--- src/rtl/ude_pkg.sv ---
// Shared widths, constants, stage payload types and the month table for the epoch converter.
package ude_pkg;

  // Field widths
  localparam int SEC_W   = 6;
  localparam int MIN_W   = 6;
  localparam int HOUR_W  = 5;
  localparam int MDAY_W  = 5;
  localparam int MON_W   = 4;
  localparam int YEAR_W  = 10;
  localparam int EPOCH_W = 35;
  localparam int YDAY_W  = 9;
  localparam int WDAY_W  = 3;

  // Internal widths: day count since epoch, seconds within a day, century count
  localparam int DAYS_W = 19;
  localparam int TOD_W  = 17;
  localparam int CENT_W = 4;
  localparam int CORR_W = 5;

  // Calendar constants
  localparam int EPOCH_YEAR_OFS  = 70;
  localparam int DAYS_PER_YEAR   = 365;
  localparam int FIRST_CENT_YRS  = 131;
  localparam int YEARS_PER_CENT  = 100;
  localparam int MAX_CENT        = 8;
  localparam int MAX_CENT_YEAR   = 10;
  localparam int SECS_PER_DAY    = 86400;
  localparam int SECS_PER_HOUR   = 3600;
  localparam int SECS_PER_MIN    = 60;
  localparam int EPOCH_WEEKDAY   = 4;
  localparam int DAYS_PER_WEEK   = 7;
  localparam int LAST_MONTH      = 11;
  localparam int FEB_MONTH       = 1;

  // Century years (since 1900) that are multiples of 400 in the calendar
  localparam int Q400_YEAR_A = 100;
  localparam int Q400_YEAR_B = 500;
  localparam int Q400_YEAR_C = 900;

  // Days before the start of each month in a common year
  function automatic logic [YDAY_W-1:0] days_before_month(input logic [MON_W-1:0] mon);
    logic [YDAY_W-1:0] d;
    unique case (mon)
      4'd0:    d = 9'd0;
      4'd1:    d = 9'd31;
      4'd2:    d = 9'd59;
      4'd3:    d = 9'd90;
      4'd4:    d = 9'd120;
      4'd5:    d = 9'd151;
      4'd6:    d = 9'd181;
      4'd7:    d = 9'd212;
      4'd8:    d = 9'd243;
      4'd9:    d = 9'd273;
      4'd10:   d = 9'd304;
      default: d = 9'd334;
    endcase
    return d;
  endfunction

  // Stage 1: year day count before correction, century count, day of year, time of day
  typedef struct packed {
    logic              pre_epoch;
    logic [DAYS_W-1:0] days_raw;
    logic              has_corr;
    logic [CENT_W-1:0] cent;
    logic [YDAY_W-1:0] yday;
    logic [TOD_W-1:0]  tod;
  } s1_t;

  // Stage 2: full day count since epoch
  typedef struct packed {
    logic              pre_epoch;
    logic [DAYS_W-1:0] days;
    logic [YDAY_W-1:0] yday;
    logic [TOD_W-1:0]  tod;
  } s2_t;

  // Stage 3: day seconds product and weekday
  typedef struct packed {
    logic               pre_epoch;
    logic [EPOCH_W-1:0] day_secs;
    logic [YDAY_W-1:0]  yday;
    logic [TOD_W-1:0]   tod;
    logic [WDAY_W-1:0]  wday;
  } s3_t;

endpackage

--- src/rtl/ude_in_if.sv ---
// Input channel: broken-down UTC date and time with valid/ready handshake.
interface ude_in_if;
  import ude_pkg::*;

  logic              valid;
  logic              ready;
  logic [SEC_W-1:0]  second;
  logic [MIN_W-1:0]  minute;
  logic [HOUR_W-1:0] hour;
  logic [MDAY_W-1:0] day_of_month;
  logic [MON_W-1:0]  month;
  logic [YEAR_W-1:0] years_since_1900;

  modport source (output valid, second, minute, hour, day_of_month, month,
                  years_since_1900, input ready);
  modport sink   (input valid, second, minute, hour, day_of_month, month,
                  years_since_1900, output ready);
endinterface

--- src/rtl/ude_out_if.sv ---
// Result channel: seconds since epoch, day of year, weekday and error flag.
interface ude_out_if;
  import ude_pkg::*;

  logic               valid;
  logic               ready;
  logic [EPOCH_W-1:0] epoch_seconds;
  logic [YDAY_W-1:0]  day_of_year;
  logic [WDAY_W-1:0]  weekday;
  logic               before_epoch;

  modport source (output valid, epoch_seconds, day_of_year, weekday, before_epoch,
                  input ready);
  modport sink   (input valid, epoch_seconds, day_of_year, weekday, before_epoch,
                  output ready);
endinterface

--- src/rtl/utc_date_to_epoch_seconds.sv ---
// Top level: four-stage pipeline converting a UTC date and time to seconds since 1970.
//
// The block takes one beat per cycle unless the pipeline is full behind a stalled result,
// and passes each beat through stage registers s1_r, s2_r and s3_r to the result registers,
// in order, one result beat for each input beat. Stage 1 forms the whole-year day count, the
// Gregorian century count, the day of year and the seconds within the day; stage 2
// applies the century correction and adds the day of year; stage 3 multiplies the day
// count by 86400 and reduces it mod 7 for the weekday; stage 4 adds the time of day and
// holds the result beat. Each stage has its own valid bit and takes a new beat whenever
// it is empty or its successor moves, so bubbles close up under back-pressure and a
// stalled result never blocks accepting input until all four stages are full. Years
// before 1970 give before_epoch set and all other result fields zero.
module utc_date_to_epoch_seconds (
  input logic clk,
  input logic rst_n,
  ude_in_if.sink    in_ch,
  ude_out_if.source out_ch
);
  import ude_pkg::*;

  // Stage valid bits and per-stage ready
  logic v1_r, v2_r, v3_r, v4_r;
  logic rdy1, rdy2, rdy3, rdy4;

  s1_t s1_r, s1_nxt;
  s2_t s2_r, s2_nxt;
  s3_t s3_r, s3_nxt;

  logic [EPOCH_W-1:0] epoch_r, epoch_nxt;
  logic [YDAY_W-1:0]  yday_r;
  logic [WDAY_W-1:0]  wday_r;
  logic               before_r;

  // Ready propagates back from the output
  assign rdy4 = !v4_r || out_ch.ready;
  assign rdy3 = !v3_r || rdy4;
  assign rdy2 = !v2_r || rdy3;
  assign rdy1 = !v1_r || rdy2;
  assign in_ch.ready = rdy1;

  // Stage 1: year days, century count, day of year, time of day
  logic [YEAR_W-1:0] yrs;
  logic [YEAR_W:0]   yrs_p1;
  logic [MON_W-1:0]  mon_sat;
  logic [MDAY_W-1:0] mday_f;
  logic              cent_year;
  logic              q400_year;
  logic              leap;
  logic [CENT_W-1:0] cent_cnt;

  always_comb begin
    yrs    = in_ch.years_since_1900 - YEAR_W'(EPOCH_YEAR_OFS);
    yrs_p1 = {1'b0, yrs} + (YEAR_W+1)'(1);

    // Count the skipped century years already passed
    cent_cnt = '0;
    for (int k = 1; k <= MAX_CENT; k++) begin
      if (yrs >= YEAR_W'(FIRST_CENT_YRS + YEARS_PER_CENT * k))
        cent_cnt = cent_cnt + CENT_W'(1);
    end

    // Leap year test on the calendar year
    cent_year = 1'b0;
    for (int k = 1; k <= MAX_CENT_YEAR; k++) begin
      if (in_ch.years_since_1900 == YEAR_W'(YEARS_PER_CENT * k))
        cent_year = 1'b1;
    end
    q400_year = (in_ch.years_since_1900 == YEAR_W'(Q400_YEAR_A)) ||
                (in_ch.years_since_1900 == YEAR_W'(Q400_YEAR_B)) ||
                (in_ch.years_since_1900 == YEAR_W'(Q400_YEAR_C));
    leap = (in_ch.years_since_1900[1:0] == 2'b00) && (!cent_year || q400_year);

    // Saturate month, clamp day zero to one
    mon_sat = (in_ch.month > MON_W'(LAST_MONTH)) ? MON_W'(LAST_MONTH) : in_ch.month;
    mday_f  = (in_ch.day_of_month == '0) ? MDAY_W'(1) : in_ch.day_of_month;

    s1_nxt.pre_epoch = in_ch.years_since_1900 < YEAR_W'(EPOCH_YEAR_OFS);
    s1_nxt.days_raw  = DAYS_W'(yrs) * DAYS_W'(DAYS_PER_YEAR) + DAYS_W'(yrs_p1[YEAR_W:2]);
    s1_nxt.has_corr  = yrs >= YEAR_W'(FIRST_CENT_YRS);
    s1_nxt.cent      = cent_cnt;
    s1_nxt.yday      = days_before_month(mon_sat) + YDAY_W'(mday_f) - YDAY_W'(1) +
                       YDAY_W'((mon_sat > MON_W'(FEB_MONTH)) && leap);
    s1_nxt.tod       = TOD_W'(in_ch.hour) * TOD_W'(SECS_PER_HOUR) +
                       TOD_W'(in_ch.minute) * TOD_W'(SECS_PER_MIN) +
                       TOD_W'(in_ch.second);
  end

  // Stage 2: apply century correction and add day of year
  logic [CORR_W-1:0] corr;
  logic [1:0]        cent_lo;

  always_comb begin
    cent_lo = (s1_r.cent[1:0] == 2'd3) ? 2'd2 : s1_r.cent[1:0];
    corr    = s1_r.has_corr ?
              CORR_W'(s1_r.cent[CENT_W-1:2]) * CORR_W'(3) + CORR_W'(1) + CORR_W'(cent_lo) :
              '0;
    s2_nxt.pre_epoch = s1_r.pre_epoch;
    s2_nxt.days      = s1_r.days_raw - DAYS_W'(corr) + DAYS_W'(s1_r.yday);
    s2_nxt.yday      = s1_r.yday;
    s2_nxt.tod       = s1_r.tod;
  end

  // Stage 3: day seconds and weekday by octal digit folding (8 is 1 mod 7)
  logic [20:0] wv;
  logic [5:0]  wsum;
  logic [3:0]  wsum2;

  always_comb begin
    wv   = 21'(s2_r.days) + 21'(EPOCH_WEEKDAY);
    wsum = '0;
    for (int k = 0; k < 7; k++) begin
      wsum = wsum + 6'(wv[3*k +: 3]);
    end
    wsum2 = 4'(wsum[2:0]) + 4'(wsum[5:3]);
    s3_nxt.wday = (wsum2 >= 4'(DAYS_PER_WEEK)) ? WDAY_W'(wsum2 - 4'(DAYS_PER_WEEK))
                                               : WDAY_W'(wsum2);
    s3_nxt.pre_epoch = s2_r.pre_epoch;
    s3_nxt.day_secs  = EPOCH_W'(s2_r.days) * EPOCH_W'(SECS_PER_DAY);
    s3_nxt.yday      = s2_r.yday;
    s3_nxt.tod       = s2_r.tod;
  end

  // Stage 4: add time of day, zero the result before the epoch
  assign epoch_nxt = s3_r.pre_epoch ? '0 : s3_r.day_secs + EPOCH_W'(s3_r.tod);

  // Valid bits
  always_ff @(posedge clk) begin
    if (!rst_n) begin
      v1_r <= 1'b0;
      v2_r <= 1'b0;
      v3_r <= 1'b0;
      v4_r <= 1'b0;
    end else begin
      if (rdy1) v1_r <= in_ch.valid;
      if (rdy2) v2_r <= v1_r;
      if (rdy3) v3_r <= v2_r;
      if (rdy4) v4_r <= v3_r;
    end
  end

  // Payload registers advance with their stage
  always_ff @(posedge clk) begin
    if (rdy1 && in_ch.valid) s1_r <= s1_nxt;
    if (rdy2 && v1_r) s2_r <= s2_nxt;
    if (rdy3 && v2_r) s3_r <= s3_nxt;
    if (rdy4 && v3_r) begin
      epoch_r  <= epoch_nxt;
      yday_r   <= s3_r.pre_epoch ? '0 : s3_r.yday;
      wday_r   <= s3_r.pre_epoch ? '0 : s3_r.wday;
      before_r <= s3_r.pre_epoch;
    end
  end

  assign out_ch.valid         = v4_r;
  assign out_ch.epoch_seconds = epoch_r;
  assign out_ch.day_of_year   = yday_r;
  assign out_ch.weekday       = wday_r;
  assign out_ch.before_epoch  = before_r;

endmodule

--- src/flat_wrapper.sv ---
// flat-port wrapper written by rule: the top's interface ports become plain ports
module utc_date_to_epoch_seconds_flat import ude_pkg::*;
  (clk, rst_n, in_ch_valid, in_ch_second, in_ch_minute, in_ch_hour, in_ch_day_of_month, in_ch_month, in_ch_years_since_1900, in_ch_ready, out_ch_valid, out_ch_epoch_seconds, out_ch_day_of_year, out_ch_weekday, out_ch_before_epoch, out_ch_ready);
  ude_in_if in_ch_i ();
  ude_out_if out_ch_i ();
  input logic clk;
  input logic rst_n;
  input wire logic [$bits(in_ch_i.valid)-1:0] in_ch_valid;
  input wire logic [$bits(in_ch_i.second)-1:0] in_ch_second;
  input wire logic [$bits(in_ch_i.minute)-1:0] in_ch_minute;
  input wire logic [$bits(in_ch_i.hour)-1:0] in_ch_hour;
  input wire logic [$bits(in_ch_i.day_of_month)-1:0] in_ch_day_of_month;
  input wire logic [$bits(in_ch_i.month)-1:0] in_ch_month;
  input wire logic [$bits(in_ch_i.years_since_1900)-1:0] in_ch_years_since_1900;
  output wire logic [$bits(in_ch_i.ready)-1:0] in_ch_ready;
  output wire logic [$bits(out_ch_i.valid)-1:0] out_ch_valid;
  output wire logic [$bits(out_ch_i.epoch_seconds)-1:0] out_ch_epoch_seconds;
  output wire logic [$bits(out_ch_i.day_of_year)-1:0] out_ch_day_of_year;
  output wire logic [$bits(out_ch_i.weekday)-1:0] out_ch_weekday;
  output wire logic [$bits(out_ch_i.before_epoch)-1:0] out_ch_before_epoch;
  input wire logic [$bits(out_ch_i.ready)-1:0] out_ch_ready;
  assign in_ch_i.valid = in_ch_valid;
  assign in_ch_i.second = in_ch_second;
  assign in_ch_i.minute = in_ch_minute;
  assign in_ch_i.hour = in_ch_hour;
  assign in_ch_i.day_of_month = in_ch_day_of_month;
  assign in_ch_i.month = in_ch_month;
  assign in_ch_i.years_since_1900 = in_ch_years_since_1900;
  assign in_ch_ready = in_ch_i.ready;
  assign out_ch_valid = out_ch_i.valid;
  assign out_ch_epoch_seconds = out_ch_i.epoch_seconds;
  assign out_ch_day_of_year = out_ch_i.day_of_year;
  assign out_ch_weekday = out_ch_i.weekday;
  assign out_ch_before_epoch = out_ch_i.before_epoch;
  assign out_ch_i.ready = out_ch_ready;
  utc_date_to_epoch_seconds u_core (.clk(clk), .rst_n(rst_n), .in_ch(in_ch_i), .out_ch(out_ch_i));
endmodule
--- config.mk ---
export PLATFORM = sky130hd
export DESIGN_NAME = utc_date_to_epoch_seconds_flat
export DESIGN_NICKNAME = d
export VERILOG_FILES = /design/src/rtl/ude_pkg.sv /design/src/rtl/ude_in_if.sv /design/src/rtl/ude_out_if.sv /design/src/rtl/utc_date_to_epoch_seconds.sv /design/src/flat_wrapper.sv
export SDC_FILE = /design/constraint.sdc
export NUM_CORES = 1
export LEC_CHECK = 0
export ABC_AREA = 0
export BUFFER_PORTS_ARGS = -buffer_cell sky130_fd_sc_hd__buf_2
export CORE_ASPECT_RATIO = 0.8
export CORE_MARGIN = 1.5
export CORE_UTILIZATION = 42
export CTS_BUF_LIST = sky130_fd_sc_hd__clkbuf_16
export DETAILED_ROUTE_END_ITERATION = 6
export SYNTH_ARGS = -nofsm -noshare
export SYNTH_HDL_FRONTEND = slang
export SYNTH_SLANG_ARGS = --single-unit
--- constraint.sdc ---
create_clock -name clk -period 17.4 [get_ports clk]
set_input_delay 3.48 -clock clk [delete_from_list [all_inputs] [get_ports clk]]
set_output_delay 3.48 -clock clk [all_outputs]
set_load 0.01 [all_outputs]
==> results of run 1 <==
==> sequential cells by signal, indices dropped and copies added (netlist names) <==
| signal | count |
|---|---|
| u_core.s2_r | 46 |
| u_core.out_ch.epoch_seconds | 35 |
| u_core.out_ch.day_of_year | 9 |
| u_core.v3_r | 1 |
| u_core.s3_r | 58 |
| u_core.out_ch.weekday | 3 |
| u_core.s1_r | 51 |
| u_core.out_ch.before_epoch | 1 |
| u_core.v1_r | 1 |
| u_core.v2_r | 1 |
| u_core.out_ch.valid | 1 |
==> worst paths after layout <==
path,slack [ns],cells past startpoint,endpoint,startpoint
worst max-delay path,8.30,23,u_core.s1_r[48],in_ch_years_since_1900[1]
worst min-delay path,0.41,0,u_core.s2_r[4],u_core.s1_r[4]
worst max register to register,11.27,21,u_core.s3_r[1],u_core.s2_r[28]
worst min register to register,0.41,0,u_core.s2_r[4],u_core.s1_r[4]
==> cell usage in the layout, fill, tap and decap left out, types with 6 or more instances in the layout <==
master	netlist	final
a21o_1	30	30
or3_1	6	6
o21a_1	7	7
nor2b_1	44	42
o21bai_1	19	19
nor2_1	71	71
o21ai_0	52	52
clkinv_2	0	6
xnor2_1	122	122
nand2_1	66	66
and3_1	8	8
edfxtp_1	203	203
nand4_1	11	11
clkbuf_16	0	23
a21boi_0	7	6
and2_1	7	7
nand3_1	33	33
xor2_1	33	33
buf_2	3	89
a31oi_1	9	8
ha_1	275	275
inv_1	359	362
a21oi_1	92	92
nand2b_1	13	13
clkinv_1	1	6
nor3_1	17	17
fa_1	107	107
==> cells by family (layout without fill, tap and decap cells) <==
family | after synthesis | in the layout
AOI/OAI and AO/OA | 277 | 277
xor gates and xnor gates | 161 | 161
adders and majority gates | 382 | 382
buffers and inverters | 385 | 499
DFF | 207 | 207
muxes | 8 | 8
and+or+nand+nor | 300 | 300
==> worst max-delay path: cells and delay by family <==
kind                     cells  cell delay [ns]
adder cells (fa/ha/maj)      7             3.05
AND/OR/NAND/NOR              2             0.27
AO/OA/AOI/OAI                7             1.96
XOR/XNOR                     1             0.08
buffers and inverters        6             0.50
==> area by class of cell <==
type / instances / area, um2
fillers: 3985 / 22320
multi-input cells: 1128 / 10510
flip-flops and latches: 207 / 6176
inverters: 363 / 1375
well taps: 552 / 690.7
clock buffers: 23 / 575.6
repair buffers: 94 / 483.0
clock inverters: 19 / 123.9
==> cell usage after synthesis, types with 3 or more instances <==
cell       number
o21bai_1       19
a21boi_0        7
nand2b_1       13
nand3_1        33
a2111oi_0       5
a21oi_1        92
nor2b_1        44
a211oi_1        5
edfxtp_1      203
a21o_1         30
a211o_1         4
ha_1          275
o21ai_0        52
xor2_1         33
a31oi_1         9
xor2_2          4
nand4_1        11
mux2_2          4
mux2i_1         4
o211ai_1        5
o21a_1          7
or3_1           6
nor2_2          3
nor4_1          5
nor3_1         17
or2_2           5
and3_1          8
fa_1          107
nand2_1        66
clkbuf_1       12
a41oi_1         3
and2_1          7
a21oi_2         3
buf_6           5
dfxtp_1         4
inv_1         359
nor2_1         71
xnor2_1       122
o22ai_1         3
buf_2           3
o21ai_1         4
==> routing by layer <==
| layer | routed length, um | vias to the layer above | track usage, % |
|---|---|---|---|
| met1 | 16810 | 5347 | 21.71 |
| met3 | 764 | 42 | 1.443 |
| met2 | 14800 | 126 | 25.11 |
| li1 | - | 5973 | - |
| met4 | 636 | 0 | 3.325 |
| met5 | 0 | - | 0 |
==> stage by stage <==
step / area, um2 / setup slack, ns / cells / hold slack, ns
after floorplan: 18140 / 8.434 / 1720 / 0.4003
after global placement: 19230 / 7.901 / 2344 / 0.4022
after detailed placement: 19230 / 7.824 / 2344 / 0.4045
after CTS: 19930 / 8.332 / 2386 / 0.4048
after global routing: 19930 / 7.857 / 2386 / 0.4201
final: 19930 / 8.301 / 2386 / 0.4136
==> impl_metrics.ini, run 1 <==
[outcome]
status = complete, no violations

[yosys]
synth_top_area_share_pct = 33.60
synth-main-ff-cell = edfxtp_1
synth_top_family_by_area = adder cells
synthArstFlopShare_pct = 0
yosysWarnings = 0
synth_xor_area_share_pct = 8.144
ys_seq_elements = 207
ys_seq_area_share_pct = 34.04
muxShareOfSynthArea_pct = 0.4689
synth_area_um2 = 18140
synthCells = 1720
synth_compound_area_share_pct = 10.05
yosys.area_share.simple_pct = 8.241
synth_area_leaders = edfxtp_1 34%, ha_1 19%, fa_1 12%
syn_avg_cell_area_um2 = 10.55
synth_edf_count = 203
yosysTopAreaCell = edfxtp_1
synth-adder-area-share_pct = 30.77
syn-num-nets = 2142
synth_cell_type_count = 79

[clocking]
cts_buffers = 23
cts_setup_buffers = 0
cts.sinks = 207
cts_max_level = 1
clk_latency_ns = 0.52
cts_tree = done
cts_max_path_buffers = 3
cts_root_buffer = clkbuf_16
clk_pin_slew_ns = 0.06
cts_resized = 0
postCtsHoldBufs = 0

[final_layout]
synthToLayoutAreaGrowth_pct = 9.848
drive_above_1_share_pct = 9.106
layout.nets = 2239
utilization_pct = 47.17
num_antenna_cells = 0

[route]
ant_nets = 0
vias_per_cell = 4.815
drt-initial-drc-count = 528
vias = 11490
drt-total-wl_mm = 33.01
first_pass_iters = 5
post_drt_wl_per_cell_um = 13.84
route.detailed.drc = 0

[flow_run]
maxCapViolCount = 0

[global_routing]
antenna_found_initial = 0
overflow = 0
grt_pass1_wl_mm = 56.14
grt_max_degree = 53
grt_util_all_layers_pct = 15.20
first_global_vias = 11520

[floorplanning]
dieArea_um2 = 44460
io_pins = 90
die_w_um = 235.4
core-area_um2 = 42250
die_y_um = 188.9
initial_core_util_pct = 42.94
placementRows = 67

[placement]
port_buffers = 89
dpl.hpwl_mm = 27.26
place_congestion = 0.8442

[sta]
final.min_clock_period_ns = 9.099
hold_viol = 0
fmax_mhz = 109.9
setup_tns_ns = 0
relSlewSlack_pct = 26.78
finalMaxSlewViolations = 0
rsz0062_at_grt = no
tightest_slew_ns = 1.083
setup_viol = 0
clock_skew_ns = 0.01411
fin_crit_sh_pct = 52.29

[setup_path]
cp.required_ns = 17.66
path_max_fanout = 12
slowest_delay_ns = 0.65
crit_type = in -> reg
start_kind = input pin
arrival_ns = 9.36
path_cells = buf_2 -> ha_1 -> o41ai_2 -> nand2_1 -> o21ai_2 -> inv_2 -> ha_1 -> fa_1 -> inv_1 -> fa_1 -> inv_1 -> fa_1 -> inv_1 -> fa_1 -> inv_1 -> ha_1 -> nor2b_1 -> o21a_1 -> o31a_1 -> o41ai_1 -> o211ai_1 -> a21oi_1 -> xnor2_1
crit_path_end_kind = flop
critPathSlowestCell = o41ai_1

[min_path]
min_path_type = reg -> reg
Power of run 1 is not shown: default switching activity piles up to over one toggle a cycle in this logic, so the estimate is an artifact.
==> inputs of run 2 (changes only) <==
Clock period 17.4 ns to 7.3 ns, I/O delays scaled along.
==> run 2 against run 1 <==
Net effect:
- die area unchanged
- non-clock buffer count up 9
- routed wire length up 1.7%
- clock-buffer cell count up 2
- register-to-register slack worse by 10 ns
- design area up 1.1%
- worst setup slack worse by 7.7 ns
- first-iteration DRC count down 5.7%
- via count up 0.81%
- core utilization up 0.52 points
- sequential share of layout area down 0.34 points
- critical path depth up 1
==> impl_metrics.ini, run 2 (synthesized netlist as in run 1, its figures left out) <==
[outcome]
status = complete, no violations

[clocking]
cts_max_level = 1
cts.sinks = 207
postCtsHoldBufs = 0
clk_pin_slew_ns = 0.06
cts_root_buffer = clkbuf_16
clk_latency_ns = 0.51
cts_setup_buffers = 0
cts_buffers = 24
cts_tree = done
cts_max_path_buffers = 3
cts_resized = 0

[floorplanning]
dieArea_um2 = 44460
initial_core_util_pct = 42.94
core-area_um2 = 42250
io_pins = 90
placementRows = 67
die_y_um = 188.9
die_w_um = 235.4

[sta]
setup_tns_ns = 0
setup_viol = 0
rsz0062_at_grt = no
fmax_mhz = 149.4
relSlewSlack_pct = 26.91
clock_skew_ns = 0.01188
fin_crit_sh_pct = 91.67
tightest_slew_ns = 1.081
final.min_clock_period_ns = 6.692
finalMaxSlewViolations = 0
hold_viol = 0

[placement]
place_congestion = 0.8512
port_buffers = 89
dpl.hpwl_mm = 27.49

[setup_path]
path_cells = buf_2 -> ha_1 -> o41ai_2 -> nand2_1 -> o21ai_2 -> inv_2 -> ha_1 -> fa_1 -> inv_1 -> fa_1 -> inv_1 -> fa_1 -> inv_1 -> fa_1 -> inv_1 -> ha_1 -> a21oi_1 -> o21ai_0 -> a41oi_1 -> a211o_1 -> nand3_1 -> a21o_1 -> a21oi_1 -> xnor2_1
cp-startpoint = in_ch_years_since_1900[1]
worstReg2RegStart = u_core.s2_r[28]
critPathSlowestCell = fa_1
crit_path_end_kind = flop
crit_buf_inv = 6
path_max_fanout = 9
crit_type = in -> reg
arrival_ns = 6.94
cp.required_ns = 7.55
slowest_delay_ns = 0.53
start_kind = input pin
crit_family = adder cells

[route]
drt-initial-drc-count = 498
route.detailed.drc = 0
ant_nets = 0
post_drt_wl_per_cell_um = 14.01
first_pass_iters = 5
vias = 11580
vias_per_cell = 4.833
drt-total-wl_mm = 33.57

[global_routing]
grt_util_all_layers_pct = 15.50
antenna_found_initial = 0
grt_pass1_wl_mm = 57.27
grt_max_degree = 53
overflow = 0
first_global_vias = 11750

[final_layout]
n_fill_cell = 3913
num_antenna_cells = 0
utilization_pct = 47.69
largest_reg_flops = 58
drive_above_1_share_pct = 9.707
ff_latch_area_um2 = 6176
final_common_cell = inv_1
layout.cells.most_common_list = 361 x inv_1, 275 x ha_1, 203 x edfxtp_1
synthToLayoutAreaGrowth_pct = 11.06
multi_input_area_um2 = 10510
top_register = u_core.s3_r
top_regs = u_core.s3_r x58, u_core.s1_r x51, u_core.s2_r x46
layout.nets = 2249

[flow_run]
maxCapViolCount = 0

[min_path]
min_from = u_core.s1_r[3]
min_path_type = reg -> reg
## run 2: changes by cell type in the layout (fill, tap and decap cells not counted)
cell	change
buf_4	+9
bufinv_16	+4
clkbuf_16	+2
clkinv_1	-1
clkinv_2	-5
clkinv_4	+2
clkinvlp_4	+2
inv_1	-1
inv_6	-2
## run 2: path summary, 6_finish.rpt
check                                  endpoint  slack, ns  cells after the start
worst max-delay path            u_core.s1_r[49]       0.61                     24
worst min-delay path             u_core.s2_r[3]       0.41                      0
worst max register to register   u_core.s3_r[1]       1.05                     21
worst min register to register   u_core.s2_r[3]       0.41                      0
## run 2: worst register-to-register path, cell delays in order (launching register included)
cell,delay (ns)
edfxtp_1,0.50
ha_1,0.28
nand3_1,0.17
nor4_1,0.54
nand2_1,0.15
xnor2_1,0.20
fa_1,0.48
fa_1,0.57
inv_1,0.06
fa_1,0.57
inv_1,0.07
fa_1,0.45
nor2b_1,0.12
o21ai_0,0.09
nand2b_1,0.09
xor2_1,0.21
inv_1,0.09
fa_1,0.50
inv_1,0.05
ha_1,0.22
a21oi_1,0.22
mux2_2,0.37
## run 2: cell type report
type                    count  area share [%]
well taps                 552           3.428
repair buffers            103           2.732
clock buffers              25           3.105
flip-flops and latches    207           30.65
inverters                 363           6.824
clock inverters            18           1.124
multi-input cells        1128           52.14
## run 2: layer usage
layer | up-vias | track usage (%) | share of wire, %
met5 | - | 0 | 0
met4 | 0 | 2.655 | 1.4
met3 | 35 | 1.881 | 3.1
met2 | 167 | 26.23 | 46
met1 | 5374 | 21.63 | 50
li1 | 6005 | - | -
## run 2: metrics by stage
step,worst slack [ns],hold WS [ns],cell area [um2],cells
floorplan,0.3540,0.4003,18140,1720
CTS,0.6577,0.4141,20150,2396
global route,0.3152,0.4139,20150,2396
global placement,0.1838,0.4013,19300,2353
finish,0.6080,0.4137,20150,2396
detailed placement,0.1207,0.4045,19300,2353
Power of run 2 is left out for the same reason.
